<file path="src/hw/rtl/kbd_pkg.sv">
// ----------------------------------------------------------------------------
// kbd_pkg
// Shared codes and payload types for the keyboard buffer device.
// ----------------------------------------------------------------------------
package kbd_pkg;

    // Item kinds carried in the opcode field
    localparam logic [1:0] OP_CMD     = 2'd0;
    localparam logic [1:0] OP_PRESS   = 2'd1;
    localparam logic [1:0] OP_RELEASE = 2'd2;

    // CPU interrupt commands in register A
    localparam logic [15:0] CMD_CLEAR   = 16'd0;
    localparam logic [15:0] CMD_GET_KEY = 16'd1;
    localparam logic [15:0] CMD_QUERY   = 16'd2;
    localparam logic [15:0] CMD_SET_MSG = 16'd3;

    // Highest key code
    localparam logic [15:0] KEY_MAX = 16'h00FF;

    // Key code width and number of key codes
    localparam int KEY_W    = 8;
    localparam int NUM_KEYS = 256;

    typedef struct packed {
        logic [1:0]       opcode;
        logic [15:0]      cmd_a;
        logic [15:0]      arg_b;
        logic [KEY_W-1:0] key_code;
    } t_in_item;

    typedef struct packed {
        logic        c_write;
        logic [15:0] c_value;
        logic        irq_raise;
        logic [15:0] irq_message;
        logic        bad_command;
    } t_out_item;

endpackage

</file>
<file path="src/hw/rtl/kbd_if.sv">
// ----------------------------------------------------------------------------
// kbd_if
// Valid/ready channels of the keyboard buffer device: events in, results out.
// ----------------------------------------------------------------------------
interface kbd_in_if;
    logic        valid;
    logic        ready;
    logic [1:0]  opcode;
    logic [15:0] cmd_a;
    logic [15:0] arg_b;
    logic [7:0]  key_code;

    modport source (output valid, output opcode, output cmd_a, output arg_b,
                    output key_code, input ready);
    modport sink   (input valid, input opcode, input cmd_a, input arg_b,
                    input key_code, output ready);
endinterface

interface kbd_out_if;
    logic        valid;
    logic        ready;
    logic        c_write;
    logic [15:0] c_value;
    logic        irq_raise;
    logic [15:0] irq_message;
    logic        bad_command;

    modport source (output valid, output c_write, output c_value, output irq_raise,
                    output irq_message, output bad_command, input ready);
    modport sink   (input valid, input c_write, input c_value, input irq_raise,
                    input irq_message, input bad_command, output ready);
endinterface

</file>
<file path="src/hw/rtl/kbd_ram.sv">
// ----------------------------------------------------------------------------
// kbd_ram
// Generic single-write, single-read RAM with registered read data.
// ----------------------------------------------------------------------------
module kbd_ram #(
    parameter int WIDTH = 8,
    parameter int DEPTH = 16
) (
    input  logic                                   i_clk,
    input  logic                                   i_wr_en,
    input  logic [((DEPTH > 1) ? $clog2(DEPTH) : 1)-1:0] i_wr_addr,
    input  logic [WIDTH-1:0]                       i_wr_data,
    input  logic                                   i_rd_en,
    input  logic [((DEPTH > 1) ? $clog2(DEPTH) : 1)-1:0] i_rd_addr,
    output logic [WIDTH-1:0]                       o_rd_data
);

    logic [WIDTH-1:0] r_mem [DEPTH];
    logic [WIDTH-1:0] r_rd_data;

    // Write port
    always_ff @(posedge i_clk) begin
        if (i_wr_en) begin
            r_mem[i_wr_addr] <= i_wr_data;
        end
    end

    // Registered read port (old data on a same-address write)
    always_ff @(posedge i_clk) begin
        if (i_rd_en) begin
            r_rd_data <= r_mem[i_rd_addr];
        end
    end

    assign o_rd_data = r_rd_data;

endmodule

</file>
<file path="src/hw/rtl/keyboard_buffer_device_top.sv">
// An item passes the input register, then the result register, and its result
// transfers when the output is ready; a stalled result also stalls the input.
// Throughput: one item per cycle while the result is not stalled, set by the
// single read-modify-write of the key ring, pressed map and message per item.
// Reset (synchronous, active low) empties the ring and clears the message; the
// pressed map is then cleared one key per cycle, and input waits until done.
// ----------------------------------------------------------------------------
// keyboard_buffer_device_top
// Keyboard device: ring of typed keys, pressed-key map, interrupt message,
// driven by key events and CPU interrupt commands.
// ----------------------------------------------------------------------------
module keyboard_buffer_device_top #(
    parameter int FIFO_DEPTH = 16
) (
    input  logic             i_clk,
    input  logic             i_rst_n,
    kbd_in_if.sink           i_in,
    kbd_out_if.source        o_out
);

    localparam int PTR_W = (FIFO_DEPTH > 1) ? $clog2(FIFO_DEPTH) : 1;
    localparam int CNT_W = $clog2(FIFO_DEPTH + 1);
    localparam int SUM_W = CNT_W + 1;

    // Input stage
    logic                  r_in_valid;
    kbd_pkg::t_in_item     r_in;
    logic                  in_take;
    logic                  fire;

    // State
    logic [CNT_W-1:0]      r_count,  n_count;
    logic [PTR_W-1:0]      r_head,   n_head;
    logic [15:0]           r_msg,    n_msg;

    // Pressed map update
    logic                  map_we;
    logic                  map_val;

    // Pressed map storage, forwarding and clearing pass
    logic                  key_down;
    logic                  map_rdata;
    logic [kbd_pkg::KEY_W-1:0] map_raddr;
    logic                  r_map_byp_valid;
    logic                  r_map_byp_data;
    logic                  r_clr_busy;
    logic [kbd_pkg::KEY_W-1:0] r_clr_addr;

    // Ring storage access
    logic                  ring_we;
    logic [PTR_W-1:0]      ring_waddr;
    logic [PTR_W-1:0]      ring_raddr;
    logic [kbd_pkg::KEY_W-1:0] ring_rdata;
    logic [kbd_pkg::KEY_W-1:0] head_key;
    logic                  r_byp_valid;
    logic [kbd_pkg::KEY_W-1:0] r_byp_data;
    logic [SUM_W-1:0]      tail_sum;
    logic [PTR_W-1:0]      head_inc;

    // Result stage
    logic                  r_out_valid;
    kbd_pkg::t_out_item    r_out, n_out;

    // Handshake; input closed while the pressed map is being cleared
    assign fire    = r_in_valid && (!r_out_valid || o_out.ready);
    assign i_in.ready = !r_clr_busy && (!r_in_valid || fire);
    assign in_take = i_in.valid && i_in.ready;

    // Ring addresses: tail = head + count modulo depth, next head wraps
    assign tail_sum   = SUM_W'(r_head) + SUM_W'(r_count);
    assign ring_waddr = (tail_sum >= SUM_W'(FIFO_DEPTH))
                        ? PTR_W'(tail_sum - SUM_W'(FIFO_DEPTH)) : PTR_W'(tail_sum);
    assign head_inc   = (r_head == PTR_W'(FIFO_DEPTH - 1)) ? '0 : r_head + 1'b1;

    // Oldest key: forwarded when it was written at the read edge
    assign head_key = r_byp_valid ? r_byp_data : ring_rdata;

    // Pressed bit: queried key for commands, event key otherwise
    assign map_raddr = (i_in.opcode == kbd_pkg::OP_CMD)
                       ? i_in.arg_b[kbd_pkg::KEY_W-1:0] : i_in.key_code;
    assign key_down  = r_map_byp_valid ? r_map_byp_data : map_rdata;

    // Item processing
    always_comb begin
        n_count = r_count;
        n_head  = r_head;
        n_msg   = r_msg;
        map_we  = 1'b0;
        map_val = 1'b0;
        ring_we = 1'b0;
        n_out   = '0;
        case (r_in.opcode)
            kbd_pkg::OP_CMD: begin
                case (r_in.cmd_a)
                    kbd_pkg::CMD_CLEAR: begin
                        n_count = '0;
                        n_head  = '0;
                    end
                    kbd_pkg::CMD_GET_KEY: begin
                        n_out.c_write = 1'b1;
                        if (r_count != '0) begin
                            n_out.c_value = 16'(head_key);
                            n_head        = head_inc;
                            n_count       = r_count - 1'b1;
                        end
                    end
                    kbd_pkg::CMD_QUERY: begin
                        n_out.c_write = 1'b1;
                        if (r_in.arg_b <= kbd_pkg::KEY_MAX) begin
                            n_out.c_value = 16'(key_down);
                        end
                    end
                    kbd_pkg::CMD_SET_MSG: begin
                        n_msg = r_in.arg_b;
                    end
                    default: begin
                        n_out.bad_command = 1'b1;
                    end
                endcase
            end
            kbd_pkg::OP_PRESS: begin
                // Unknown key or key already down: no effect
                if (r_in.key_code != '0 && !key_down) begin
                    if (r_count != CNT_W'(FIFO_DEPTH)) begin
                        ring_we = 1'b1;
                        n_count = r_count + 1'b1;
                    end
                    map_we            = 1'b1;
                    map_val           = 1'b1;
                    n_out.irq_raise   = (r_msg != '0);
                    n_out.irq_message = r_msg;
                end
            end
            kbd_pkg::OP_RELEASE: begin
                if (r_in.key_code != '0) begin
                    map_we            = 1'b1;
                    map_val           = 1'b0;
                    n_out.irq_raise   = (r_msg != '0);
                    n_out.irq_message = r_msg;
                end
            end
            default: begin
                // unused opcode: empty result
            end
        endcase
    end

    // Read address for the next captured item: head after this cycle's update
    assign ring_raddr = fire ? n_head : r_head;

    kbd_ram #(
        .WIDTH (kbd_pkg::KEY_W),
        .DEPTH (FIFO_DEPTH)
    ) u_ring (
        .i_clk     (i_clk),
        .i_wr_en   (fire && ring_we),
        .i_wr_addr (ring_waddr),
        .i_wr_data (r_in.key_code),
        .i_rd_en   (in_take),
        .i_rd_addr (ring_raddr),
        .o_rd_data (ring_rdata)
    );

    // Pressed map: clearing pass writes zeros, otherwise the event key
    kbd_ram #(
        .WIDTH (1),
        .DEPTH (kbd_pkg::NUM_KEYS)
    ) u_map (
        .i_clk     (i_clk),
        .i_wr_en   (r_clr_busy || (fire && map_we)),
        .i_wr_addr (r_clr_busy ? r_clr_addr : r_in.key_code),
        .i_wr_data (map_val && !r_clr_busy),
        .i_rd_en   (in_take),
        .i_rd_addr (map_raddr),
        .o_rd_data (map_rdata)
    );

    // Clearing pass after reset: one key per cycle
    always_ff @(posedge i_clk) begin
        if (!i_rst_n) begin
            r_clr_busy <= 1'b1;
            r_clr_addr <= '0;
        end else if (r_clr_busy) begin
            r_clr_addr <= r_clr_addr + 1'b1;
            if (r_clr_addr == '1) begin
                r_clr_busy <= 1'b0;
            end
        end
    end

    // Input register
    always_ff @(posedge i_clk) begin
        if (!i_rst_n) begin
            r_in_valid <= 1'b0;
        end else if (in_take) begin
            r_in_valid <= 1'b1;
        end else if (fire) begin
            r_in_valid <= 1'b0;
        end
    end

    always_ff @(posedge i_clk) begin
        if (in_take) begin
            r_in.opcode   <= i_in.opcode;
            r_in.cmd_a    <= i_in.cmd_a;
            r_in.arg_b    <= i_in.arg_b;
            r_in.key_code <= i_in.key_code;
        end
    end

    // Write-to-read forwarding for the ring
    always_ff @(posedge i_clk) begin
        if (!i_rst_n) begin
            r_byp_valid <= 1'b0;
        end else if (in_take) begin
            r_byp_valid <= fire && ring_we && (ring_waddr == ring_raddr);
        end
    end

    always_ff @(posedge i_clk) begin
        if (in_take) begin
            r_byp_data <= r_in.key_code;
        end
    end

    // Write-to-read forwarding for the pressed map
    always_ff @(posedge i_clk) begin
        if (!i_rst_n) begin
            r_map_byp_valid <= 1'b0;
        end else if (in_take) begin
            r_map_byp_valid <= fire && map_we && (r_in.key_code == map_raddr);
        end
    end

    always_ff @(posedge i_clk) begin
        if (in_take) begin
            r_map_byp_data <= map_val;
        end
    end

    // Device state
    always_ff @(posedge i_clk) begin
        if (!i_rst_n) begin
            r_count   <= '0;
            r_head    <= '0;
            r_msg     <= '0;
        end else if (fire) begin
            r_count <= n_count;
            r_head  <= n_head;
            r_msg   <= n_msg;
        end
    end

    // Result register
    always_ff @(posedge i_clk) begin
        if (!i_rst_n) begin
            r_out_valid <= 1'b0;
        end else if (fire) begin
            r_out_valid <= 1'b1;
        end else if (o_out.ready) begin
            r_out_valid <= 1'b0;
        end
    end

    always_ff @(posedge i_clk) begin
        if (fire) begin
            r_out <= n_out;
        end
    end

    assign o_out.valid       = r_out_valid;
    assign o_out.c_write     = r_out.c_write;
    assign o_out.c_value     = r_out.c_value;
    assign o_out.irq_raise   = r_out.irq_raise;
    assign o_out.irq_message = r_out.irq_message;
    assign o_out.bad_command = r_out.bad_command;

endmodule

</file>
<file path="src/flat_wrapper.sv">
// flat-port wrapper written by rule: the top's interface ports become plain ports
module keyboard_buffer_device_top_flat 
#(
    parameter int FIFO_DEPTH = 16
)
  (i_clk, i_rst_n, i_in_valid, i_in_opcode, i_in_cmd_a, i_in_arg_b, i_in_key_code, i_in_ready, o_out_valid, o_out_c_write, o_out_c_value, o_out_irq_raise, o_out_irq_message, o_out_bad_command, o_out_ready);
  kbd_in_if i_in_i ();
  kbd_out_if o_out_i ();
  input  logic i_clk;
  input  logic i_rst_n;
  input wire logic [$bits(i_in_i.valid)-1:0] i_in_valid;
  input wire logic [$bits(i_in_i.opcode)-1:0] i_in_opcode;
  input wire logic [$bits(i_in_i.cmd_a)-1:0] i_in_cmd_a;
  input wire logic [$bits(i_in_i.arg_b)-1:0] i_in_arg_b;
  input wire logic [$bits(i_in_i.key_code)-1:0] i_in_key_code;
  output wire logic [$bits(i_in_i.ready)-1:0] i_in_ready;
  output wire logic [$bits(o_out_i.valid)-1:0] o_out_valid;
  output wire logic [$bits(o_out_i.c_write)-1:0] o_out_c_write;
  output wire logic [$bits(o_out_i.c_value)-1:0] o_out_c_value;
  output wire logic [$bits(o_out_i.irq_raise)-1:0] o_out_irq_raise;
  output wire logic [$bits(o_out_i.irq_message)-1:0] o_out_irq_message;
  output wire logic [$bits(o_out_i.bad_command)-1:0] o_out_bad_command;
  input wire logic [$bits(o_out_i.ready)-1:0] o_out_ready;
  assign i_in_i.valid = i_in_valid;
  assign i_in_i.opcode = i_in_opcode;
  assign i_in_i.cmd_a = i_in_cmd_a;
  assign i_in_i.arg_b = i_in_arg_b;
  assign i_in_i.key_code = i_in_key_code;
  assign i_in_ready = i_in_i.ready;
  assign o_out_valid = o_out_i.valid;
  assign o_out_c_write = o_out_i.c_write;
  assign o_out_c_value = o_out_i.c_value;
  assign o_out_irq_raise = o_out_i.irq_raise;
  assign o_out_irq_message = o_out_i.irq_message;
  assign o_out_bad_command = o_out_i.bad_command;
  assign o_out_i.ready = o_out_ready;
  keyboard_buffer_device_top #(.FIFO_DEPTH(FIFO_DEPTH)) u_core (.i_clk(i_clk), .i_rst_n(i_rst_n), .i_in(i_in_i), .o_out(o_out_i));
endmodule
</file>
<file path="config.mk">
export PLATFORM = sky130hd
export DESIGN_NAME = keyboard_buffer_device_top_flat
export DESIGN_NICKNAME = d
export VERILOG_FILES = /design/src/hw/rtl/kbd_pkg.sv /design/src/hw/rtl/kbd_if.sv /design/src/hw/rtl/kbd_ram.sv /design/src/hw/rtl/keyboard_buffer_device_top.sv /design/src/flat_wrapper.sv
export SDC_FILE = /design/constraint.sdc
export NUM_CORES = 1
export LEC_CHECK = 0
export BUFFER_PORTS_ARGS = -buffer_cell sky130_fd_sc_hd__buf_2
export CORE_ASPECT_RATIO = 1.75
export CORE_MARGIN = 2
export CORE_UTILIZATION = 67
export DETAILED_ROUTE_END_ITERATION = 8
export PLACE_DENSITY_LB_ADDON = 0.25
export SYNTH_ARGS = -nofsm -noshare
export SYNTH_HDL_FRONTEND = slang
export SYNTH_SLANG_ARGS = --single-unit
</file>
<file path="constraint.sdc">
create_clock -name i_clk -period 18.4 [get_ports i_clk]
set_input_delay 1.84 -clock i_clk [delete_from_list [all_inputs] [get_ports i_clk]]
set_output_delay 1.84 -clock i_clk [all_outputs]
set_load 0.02 [all_outputs]
</file>
==> results_dict.tcl, run 1 <==
set metrics [dict create \
    critPathLaunchType "input pin" \
    grt_pass1_wl_mm 83.0 \
    netlist_instances 1703 \
    synth-seq-cells 509 \
    synth-seq-area-share_pct 68.3 \
    syn_to_final_growth_pct 9.08 \
    postCtsHoldBufs 0 \
    slew_violations 0 \
    finalSetupViolations 0 \
    clock-sinks 509 \
    slowest_delay_ns 0.65 \
    peakVddDrop_mv 0.0740 \
    place_inst 2106 \
    antenna_found_initial 2 \
    worstSetupPathType "in -> reg" \
    cp.required_ns 18.70 \
    slowest_stage "nor2_1" \
    tightest_slew_ns 1.18 \
    fill_cells 2076 \
    ant_nets 0 \
    synth_cell_types 74 \
    fin_cells 2188 \
    fin_skew_ns 0.0218 \
    final_cell_mix "edfxtp_1 (471), nor2_1 (308), nand2_1 (190)" \
    combPwrFrac_pct 4.5 \
    fin_hold_ws_ns 0.506 \
    final_util_pct 73.9 \
    die-area_mm2 0.0341 \
    viasPerCell 6.66 \
    overflow 0 \
    die_x_um 140 \
    fin_crit_ns 4.80 \
    rsz0062_at_grt "no" \
    hold_viol 0 \
    insertion_delay_ns 0.56 \
    dr.first_iter.drc_count 1534 \
    synth_warnings 0 \
    yosys_most_used_dff "edfxtp_1" \
    total_power_mw 2.21 \
    syn_area_mm2 0.0218 \
    critPathCaptureType "register" \
    drv_cap 0 \
    post_cts_buffers 0 \
    grt_usage_pct 32.8 \
    tns_ns 0 \
    worstPathArrival_ns 5.10 \
    grt_pass1_vias 14500 \
    layout.nets 1809 \
    core_area_mm2 0.0322 \
    cts_tree "done" \
    p_seq_share_pct 56.4 \
    final_common_cell "edfxtp_1" \
    switching_share_pct 21.2 \
    route.detailed.drc 0 \
    num_io_pins 83 \
    rows 87 \
    clk_pin_slew_ns 0.07 \
    first_pass_iters 6 \
    via_count 14600 \
    synth-edff-count 471 \
    hp-class "reg -> reg" \
    power.switching_mw 0.470 \
    die_y_um 243 \
    wire_per_inst_um 25.4 \
    ctsLongestPathBuffers 3 \
    drive_gt1_share_pct 11.4 \
    outcome "completed" \
    synth_area_per_cell_um2 12.8 \
    gp_congestion 0.980 \
    p_leak_nw 7.89 \
    dp_hpwl_mm 36.8 \
    crit_fanout 29 \
    finalCritPeriodShare_pct 26.1 \
    drt-total-wl_mm 55.5 \
    io_buffers 74 \
    p_int_mw 1.74 \
    fmax_ghz 0.208 \
    clockPowerShare_pct 39.2 \
    cts.htree.levels 2 \
    synthArstFlopShare_pct 0 \
    clock-root-buffer "clkbuf_16" \
    relSlewSlack_pct 21.7 \
    critical_path.cell_chain "buf_2 -> nor2_1 -> a21o_1 -> buf_4 -> mux2_2 -> o221ai_1 -> a211oi_1 -> a2111oi_0 -> nor4_1 -> or4_1" \
    post_cts_resized 0 \
    start_util_pct 67.8 \
    numCtsBuffers 43 \
    powerDensity_mw_per_mm2 92.9 \
    grt_max_degree 133 \
]
-- flip-flops by register name, summed over array words and instances (netlist names), 4 cells and up --
register / flops
u_core.o_out.c_value: 8
u_core.o_out.irq_message: 16
u_core.r_byp_data: 8
u_core.r_clr_addr: 8
u_core.r_count: 5
u_core.r_head: 4
u_core.r_in: 42
u_core.r_msg: 16
u_core.u_map.r_mem: 256
u_core.u_ring.o_rd_data: 8
u_core.u_ring.r_mem: 128
-- final timing paths --
path	to	depth (start not counted)	slack, ns	start
setup / recovery	u_core.u_map.o_rd_data	10	13.60	i_in_opcode[1]
hold / removal	u_core.r_map_byp_valid	2	0.51	u_core.r_map_byp_valid
setup reg to reg	u_core.u_map.r_mem[112]	8	14.10	u_core.r_in[2]
hold reg to reg	u_core.r_map_byp_valid	2	0.51	u_core.r_map_byp_valid
-- layer usage --
metal	routed length [µm]	share of wire, %	up-vias	global-route usage (%)
met5	11	0.020	-	0
met4	4820	8.7	2	23.8
met2	29300	53	803	58.5
met1	17600	32	7117	35.1
met3	3800	6.8	259	4.83
li1	-	-	6398	-
-- Yosys cell counts (6+ instances only) --
cell type	count	area (µm²)
nor4_1	22	138
xnor2_1	17	149
nor2_1	308	1160
o221ai_1	37	324
edfxtp_1	471	14100
nor3_1	14	70.1
and2_1	25	156
clkbuf_1	72	270
and3_1	19	119
mux2_2	29	327
mux2i_1	104	1040
dfxtp_1	38	761
nand2_1	190	713
o22ai_1	10	62.6
o32ai_1	18	158
ha_1	11	138
a22oi_1	9	67.6
inv_1	19	71.3
buf_2	14	70.1
nand4_1	12	75.1
nand3_1	25	125
nand2b_1	8	50.1
a21boi_0	6	45.0
a31oi_1	15	93.8
or3_1	7	43.8
nor2b_1	20	125
a32oi_1	21	184
a21oi_1	46	230
o21ai_0	17	85.1
nor3b_1	6	45.0
nand3b_1	6	45.0
buf_4	12	90.1
-- stage by stage --
| stage | worst slack [ns] | cell area [µm²] |
|---|---|---|
| after detailed placement | 13.12 | 22500 |
| after global routing | 13.49 | 23800 |
| after floorplan | 9.60 | 21900 |
| after global placement | 13.16 | 22500 |
| after CTS | 13.69 | 23800 |
| final | 13.60 | 23800 |
-- power groups by stage --
stage / logic (mW) / registers [mW] / clock network (mW)
after floorplan: 0.0602 / 1.27 / 0
after global placement: 0.0938 / 1.27 / 0
after detailed placement: 0.0957 / 1.27 / 0
after CTS: 0.0962 / 1.25 / 0.872
after global routing: 0.103 / 1.25 / 0.912
final: 0.0991 / 1.25 / 0.867
-- cells by family (layout without fill, tap and decap cells) --
group,Yosys count,in the layout,synth area share (%)
AND/OR/NAND/NOR,680,680,13.8
XOR/XNOR,21,21,0.842
AO/OA/AOI/OAI,222,222,7.42
multiplexers,136,136,6.52
other,1,11,0.0172
flip-flops,509,509,68.3
adder cells (fa/ha/maj),12,12,0.722
buffers and inverters,122,197,2.45
-- worst max-delay path, delay by kind of cell --
| kind | cells | cell delay (ns) |
|---|---|---|
| buffers and inverters | 2 | 0.54 |
| AO/OA/AOI/OAI | 4 | 1.17 |
| multiplexers | 1 | 0.39 |
| AND/OR/NAND/NOR | 3 | 1.14 |
-- area by class of cell --
type / count / area, µm² / share of cell area, %
multi-input cells: 1079 / 6450 / 27.1
well taps: 400 / 500 / 2.10
inverters: 19 / 71.3 / 0.299
clock buffers: 58 / 1180 / 4.97
diodes: 3 / 7.51 / 0.0315
clock inverters: 21 / 143 / 0.599
repair buffers: 99 / 558 / 2.34
flip-flops and latches: 509 / 14900 / 62.6
Power figures use the tool's default switching activity.
==> run 2: changes to the inputs <==
CORE_UTILIZATION = 56   (was 67)
clock period = 4.15 ns   (was 18.4 ns; I/O delays follow)
==> results_dict.tcl, run 2 (synthesis gave the netlist of run 1 again) <==
set metrics [dict create \
    outcome "completed" \
    viasPerCell 6.27 \
    clock-sinks 509 \
    antennaDiodeCount 0 \
    layout.nets 1852 \
    largest_reg_flops 256 \
    fin_skew_ns 0.0222 \
    syn_to_final_growth_pct 11.4 \
    slowest_delay_ns 0.63 \
    drive_gt1_share_pct 13.6 \
    post_cts_resized 0 \
    regArea_mm2 0.0149 \
    critPathCaptureType "register" \
    critPathLaunchType "register" \
    dr.first_iter.drc_count 1517 \
    grt_max_degree 257 \
    powerDensity_mw_per_mm2 411 \
    route.detailed.drc 0 \
    gp_congestion 0.956 \
    wire_per_inst_um 24.9 \
    die_y_um 265 \
    r2r_slack_ns 0.56 \
    cts_tree "done" \
    die_x_um 153 \
    die-area_mm2 0.0407 \
    overflow 0 \
    critical_path.cell_chain "inv_1 -> ha_1 -> or4b_1 -> nand4_1 -> nor3_1 -> o22ai_1 -> nand2_1 -> nor2_1 -> a32oi_1 -> and3_1" \
    start_util_pct 56.9 \
    ctsLongestPathBuffers 3 \
    first_pass_iters 6 \
    fin_crit_ns 3.59 \
    num_io_pins 83 \
    postCtsHoldBufs 0 \
    multi_input_area_mm2 0.00645 \
    hp-class "in -> reg" \
    fmax_ghz 0.279 \
    finalCritPeriodShare_pct 86.5 \
    fin_hold_ws_ns 0.0372 \
    peakVddDrop_mv 0.380 \
    final_common_cell "edfxtp_1" \
    clock-root-buffer "clkbuf_16" \
    rsz0062_at_grt "no" \
    core_area_mm2 0.0384 \
    layout_setup_ws_ns 0.561 \
    crit_fanout 8 \
    antenna_found_initial 4 \
    hold_viol 0 \
    worstSetupPathType "reg -> reg" \
    grt_pass1_vias 14500 \
    total_power_mw 10.0 \
    tns_ns 0 \
    insertion_delay_ns 0.57 \
    p_leak_nw 8.07 \
    largest_register "u_core.u_map.r_mem" \
    relSlewSlack_pct 11.5 \
    fin_cells 2313 \
    crit_family "simple AND/OR/NAND/NOR gates" \
    fill_cells 2948 \
    drt-total-wl_mm 57.5 \
    cp.required_ns 4.46 \
    tightest_slew_ns 1.33 \
    io_buffers 74 \
    final_cell_mix "edfxtp_1 (471), nor2_1 (308), nand2_1 (190)" \
    grt_usage_pct 28.1 \
    via_count 14500 \
    pre_cts_slack_ns 0.535 \
    post_cts_buffers 0 \
    rows 95 \
    clk_pin_slew_ns 0.07 \
    worstPathArrival_ns 3.90 \
    largestRegisters "u_core.u_map.r_mem x256, u_core.u_ring.r_mem x128, u_core.r_in x42" \
    slew_violations 0 \
    drv_cap 0 \
    cp.buffers_inverters 1 \
    dp_hpwl_mm 38.9 \
    grt_pass1_wl_mm 85.6 \
    slowest_stage "o22ai_1" \
    ant_nets 0 \
    place_inst 2233 \
    cts.htree.levels 2 \
    finalSetupViolations 0 \
    numCtsBuffers 44 \
]
run 2: cell types whose count changed in the layout (fill, tap and decap cells not counted), moves of 2 or more:
cell,before,now
buf_4,25,64
clkinv_1,8,2
clkbuf_1,11,15
buf_12,0,3
diode_2,3,0
clkinv_4,0,2
clkinvlp_4,3,1
inv_6,1,3
run 2: worst paths after layout:
check	startpoint	to	cells past startpoint
hold / removal	i_in_cmd_a[0]	u_core.r_in[24]	1
setup / recovery	u_core.r_count[0]	u_core.u_ring.o_rd_data[2]	10
hold reg to reg	u_core.r_map_byp_valid	u_core.r_map_byp_valid	2
setup reg to reg	u_core.r_count[0]	u_core.u_ring.o_rd_data[2]	10
run 2: layout make-up:
type                    count  share of cell area (%)
well taps                 485                    2.49
clock inverters            17                   0.633
clock buffers              63                    5.03
multi-input cells        1079                    26.5
repair buffers            141                    3.74
inverters                  19                   0.293
flip-flops and latches    509                    61.3
run 2: metal layers:
| layer | part of all wire (%) | up-vias | track usage (%) |
|---|---|---|---|
| met5 | 0.12 | - | 0 |
| met4 | 6.8 | 8 | 16.7 |
| met3 | 6.1 | 235 | 3.89 |
| met2 | 55 | 705 | 52.8 |
| met1 | 32 | 7060 | 29.5 |
| li1 | - | 6491 | - |
run 2: stage by stage:
step           utilization (%)  instance area (µm²)
2_1_floorplan                -                21900
3_3_place_gp              59.8                22900
3_5_place_dp              59.8                22900
4_1_cts                   63.4                24300
5_1_grt                   63.4                24300
6_report                  63.4                24300
run 2: power by group:
part	leakage, nW	switching, mW	total, mW	internal [mW]
Clock	0.675	1.80	3.99	2.19
Sequential	4.38	0.00610	5.53	5.53
Combinational	3.01	0.320	0.472	0.152
Total	8.07	2.12	10.0	7.87
==> run 3: changes to the inputs <==
--- a/config.mk
+++ b/config.mk
@@ -10,5 +10,6 @@
 export CORE_MARGIN = 2
-export CORE_UTILIZATION = 56
+export CORE_UTILIZATION = 50
 export DETAILED_ROUTE_END_ITERATION = 8
 export PLACE_DENSITY_LB_ADDON = 0.25
+export REMOVE_ABC_BUFFERS = 1
 export SYNTH_ARGS = -nofsm -noshare
==> constraint.sdc (replaced) <==
create_clock -name i_clk -period 4.15 [get_ports i_clk]
set_input_delay 0.2075 -clock i_clk [delete_from_list [all_inputs] [get_ports i_clk]]
set_output_delay 0.2075 -clock i_clk [all_outputs]
set_load 0.02 [all_outputs]
==> results_dict.tcl, run 3 (synthesis gave the netlist of run 1 again) <==
set metrics [dict create \
    relSlewSlack_pct 32.2 \
    reg2reg_depth 9 \
    wire_per_inst_um 24.0 \
    drive_gt1_share_pct 13.2 \
    dp_hpwl_mm 39.3 \
    overflow 0 \
    start_util_pct 50.5 \
    grt_pass1_vias 14700 \
    core_area_mm2 0.0432 \
    drv_cap 0 \
    cts_tree "done" \
    grt_max_degree 67 \
    final_cell_mix "edfxtp_1 (471), nor2_1 (308), nand2_1 (190)" \
    met1Wirelength_mm 19.8 \
    viasPerCell 5.96 \
    worstHoldStart "i_rst_n" \
    num_io_pins 83 \
    critPathLaunchType "input pin" \
    slowest_delay_ns 0.60 \
    largestRegisters "u_core.u_map.r_mem x256, u_core.u_ring.r_mem x128, u_core.r_in x42" \
    min_delay_worst_endpoint "u_core.r_clr_busy" \
    critical_path.cell_chain "dlygate4sd3_1 -> buf_2 -> nor2_1 -> a21o_1 -> buf_4 -> mux2i_1 -> a32o_1 -> a31oi_1 -> a311oi_1 -> nor4_1 -> or4_1" \
    final_area_mm2 0.0249 \
    via_count 14500 \
    rsz0062_at_grt "no" \
    crit_family "simple AND/OR/NAND/NOR gates" \
    slew_violations 0 \
    r2r_slack_ns 0.69 \
    wl_met2_mm 32.3 \
    tightest_slew_ns 1.01 \
    critPathCaptureType "register" \
    die_x_um 162 \
    hold_viol 0 \
    largest_reg_flops 256 \
    ant_nets 0 \
    clk_pin_slew_ns 0.07 \
    place_area_mm2 0.0230 \
    ctsLongestPathBuffers 3 \
    peakVddDrop_mv 0.383 \
    cts.htree.levels 2 \
    outcome "completed" \
    powerDensity_mw_per_mm2 411 \
    syn_to_final_growth_pct 14.2 \
    reg2reg_to "u_core.u_ring.o_rd_data[5]" \
    cp.required_ns 4.46 \
    rows 101 \
    largest_register "u_core.u_map.r_mem" \
    clock-root-buffer "clkbuf_16" \
    r2r_start "u_core.r_in[30]" \
    final_common_cell "edfxtp_1" \
    hp-class "in -> reg" \
    hold_depth 2 \
    worstPathArrival_ns 3.82 \
    grt_usage_pct 25.8 \
    top_layer_used "met4" \
    clock-sinks 509 \
    io_buffers 74 \
    fin_hold_ws_ns 0.129 \
    fin_skew_ns 0.0299 \
    fmax_ghz 0.284 \
    die_y_um 280 \
    first_pass_iters 6 \
    worstSetupPathType "in -> reg" \
    fill_cells 3528 \
    route.detailed.drc 0 \
    numCtsBuffers 46 \
    met3_length_mm 3.02 \
    crit_path_start "i_in_opcode[1]" \
    finalCritPeriodShare_pct 84.7 \
    post_cts_buffers 0 \
    gp_congestion 0.894 \
    drt-total-wl_mm 58.4 \
    antennaDiodeCount 0 \
    cp.buffers_inverters 3 \
    finalSetupViolations 0 \
    insertion_delay_ns 0.58 \
    p_leak_nw 8.27 \
    crit_fanout 26 \
    antenna_found_initial 0 \
    dr.first_iter.drc_count 1177 \
    fin_crit_ns 3.52 \
    grt_pass1_wl_mm 87.6 \
    layout.nets 1890 \
    slowest_stage "nor2_1" \
    die-area_mm2 0.0454 \
]
==> run 3: cell types whose count changed in the layout (fill, tap and decap cells not counted), moves of 2 or more <==
cell,change
clkinv_2,+3
buf_12,+2
bufinv_16,+3
clkinvlp_4,+2
clkbuf_8,-3
dlygate4sd3_1,+43
clkbuf_1,-7
buf_4,-9
clkinv_1,+6
==> run 3: worst max-delay path by stage <==
stage | cells after the start | slack (ns) | to
2_1_floorplan | 4 | -4.55 | u_core.u_map.r_mem[0]
6_report | 11 | 0.63 | u_core.u_map.o_rd_data
3_5_place_dp | 10 | 0.66 | u_core.u_map.o_rd_data
4_1_cts | 11 | 0.70 | u_core.u_map.o_rd_data
3_3_place_gp | 9 | 0.72 | u_core.u_map.o_rd_data
5_1_grt | 11 | 0.44 | u_core.u_map.o_rd_data
==> run 3: layer usage <==
| layer | vias up | track usage [%] |
|---|---|---|
| li1 | 6551 | - |
| met1 | 7183 | 27.2 |
| met2 | 593 | 49.5 |
| met3 | 180 | 3.03 |
| met4 | 0 | 13.4 |
| met5 | - | 0 |
==> run 3: power by group <==
part	switching, mW	internal [mW]
Clock	1.87	2.36
Sequential	0.00464	5.53
Combinational	0.328	0.169
Total	2.20	8.06
==> run 3: area by class of cell <==
class / count / area (µm²) / area share [%]
Tap cell: 566 / 708 / 2.84
Multi-Input combinational cell: 1079 / 6460 / 25.9
Clock inverter: 30 / 295 / 1.18
Inverter: 19 / 71.3 / 0.286
Clock buffer: 54 / 1180 / 4.74
Sequential cell: 509 / 14900 / 59.8
Timing Repair Buffer: 177 / 1310 / 5.27
==> run 3: what timing repair did <==
action                                 CTS  global route
endpoints found under the hold margin   44             0
hold buffers                            43             0
gates resized for setup                  0             0
==> run 3: through the flow <==
step	instances	total power [mW]	setup WS (ns)	TNS, ns	util, %
floorplan	1607	5.88	-4.55	-1181.22	-
global placement	2307	6.09	0.725	0	53.3
detailed placement	2307	6.10	0.658	0	53.3
CTS	2434	10.3	0.701	0	57.7
global route	2434	10.5	0.440	0	57.7
finish	2434	10.3	0.635	0	57.7
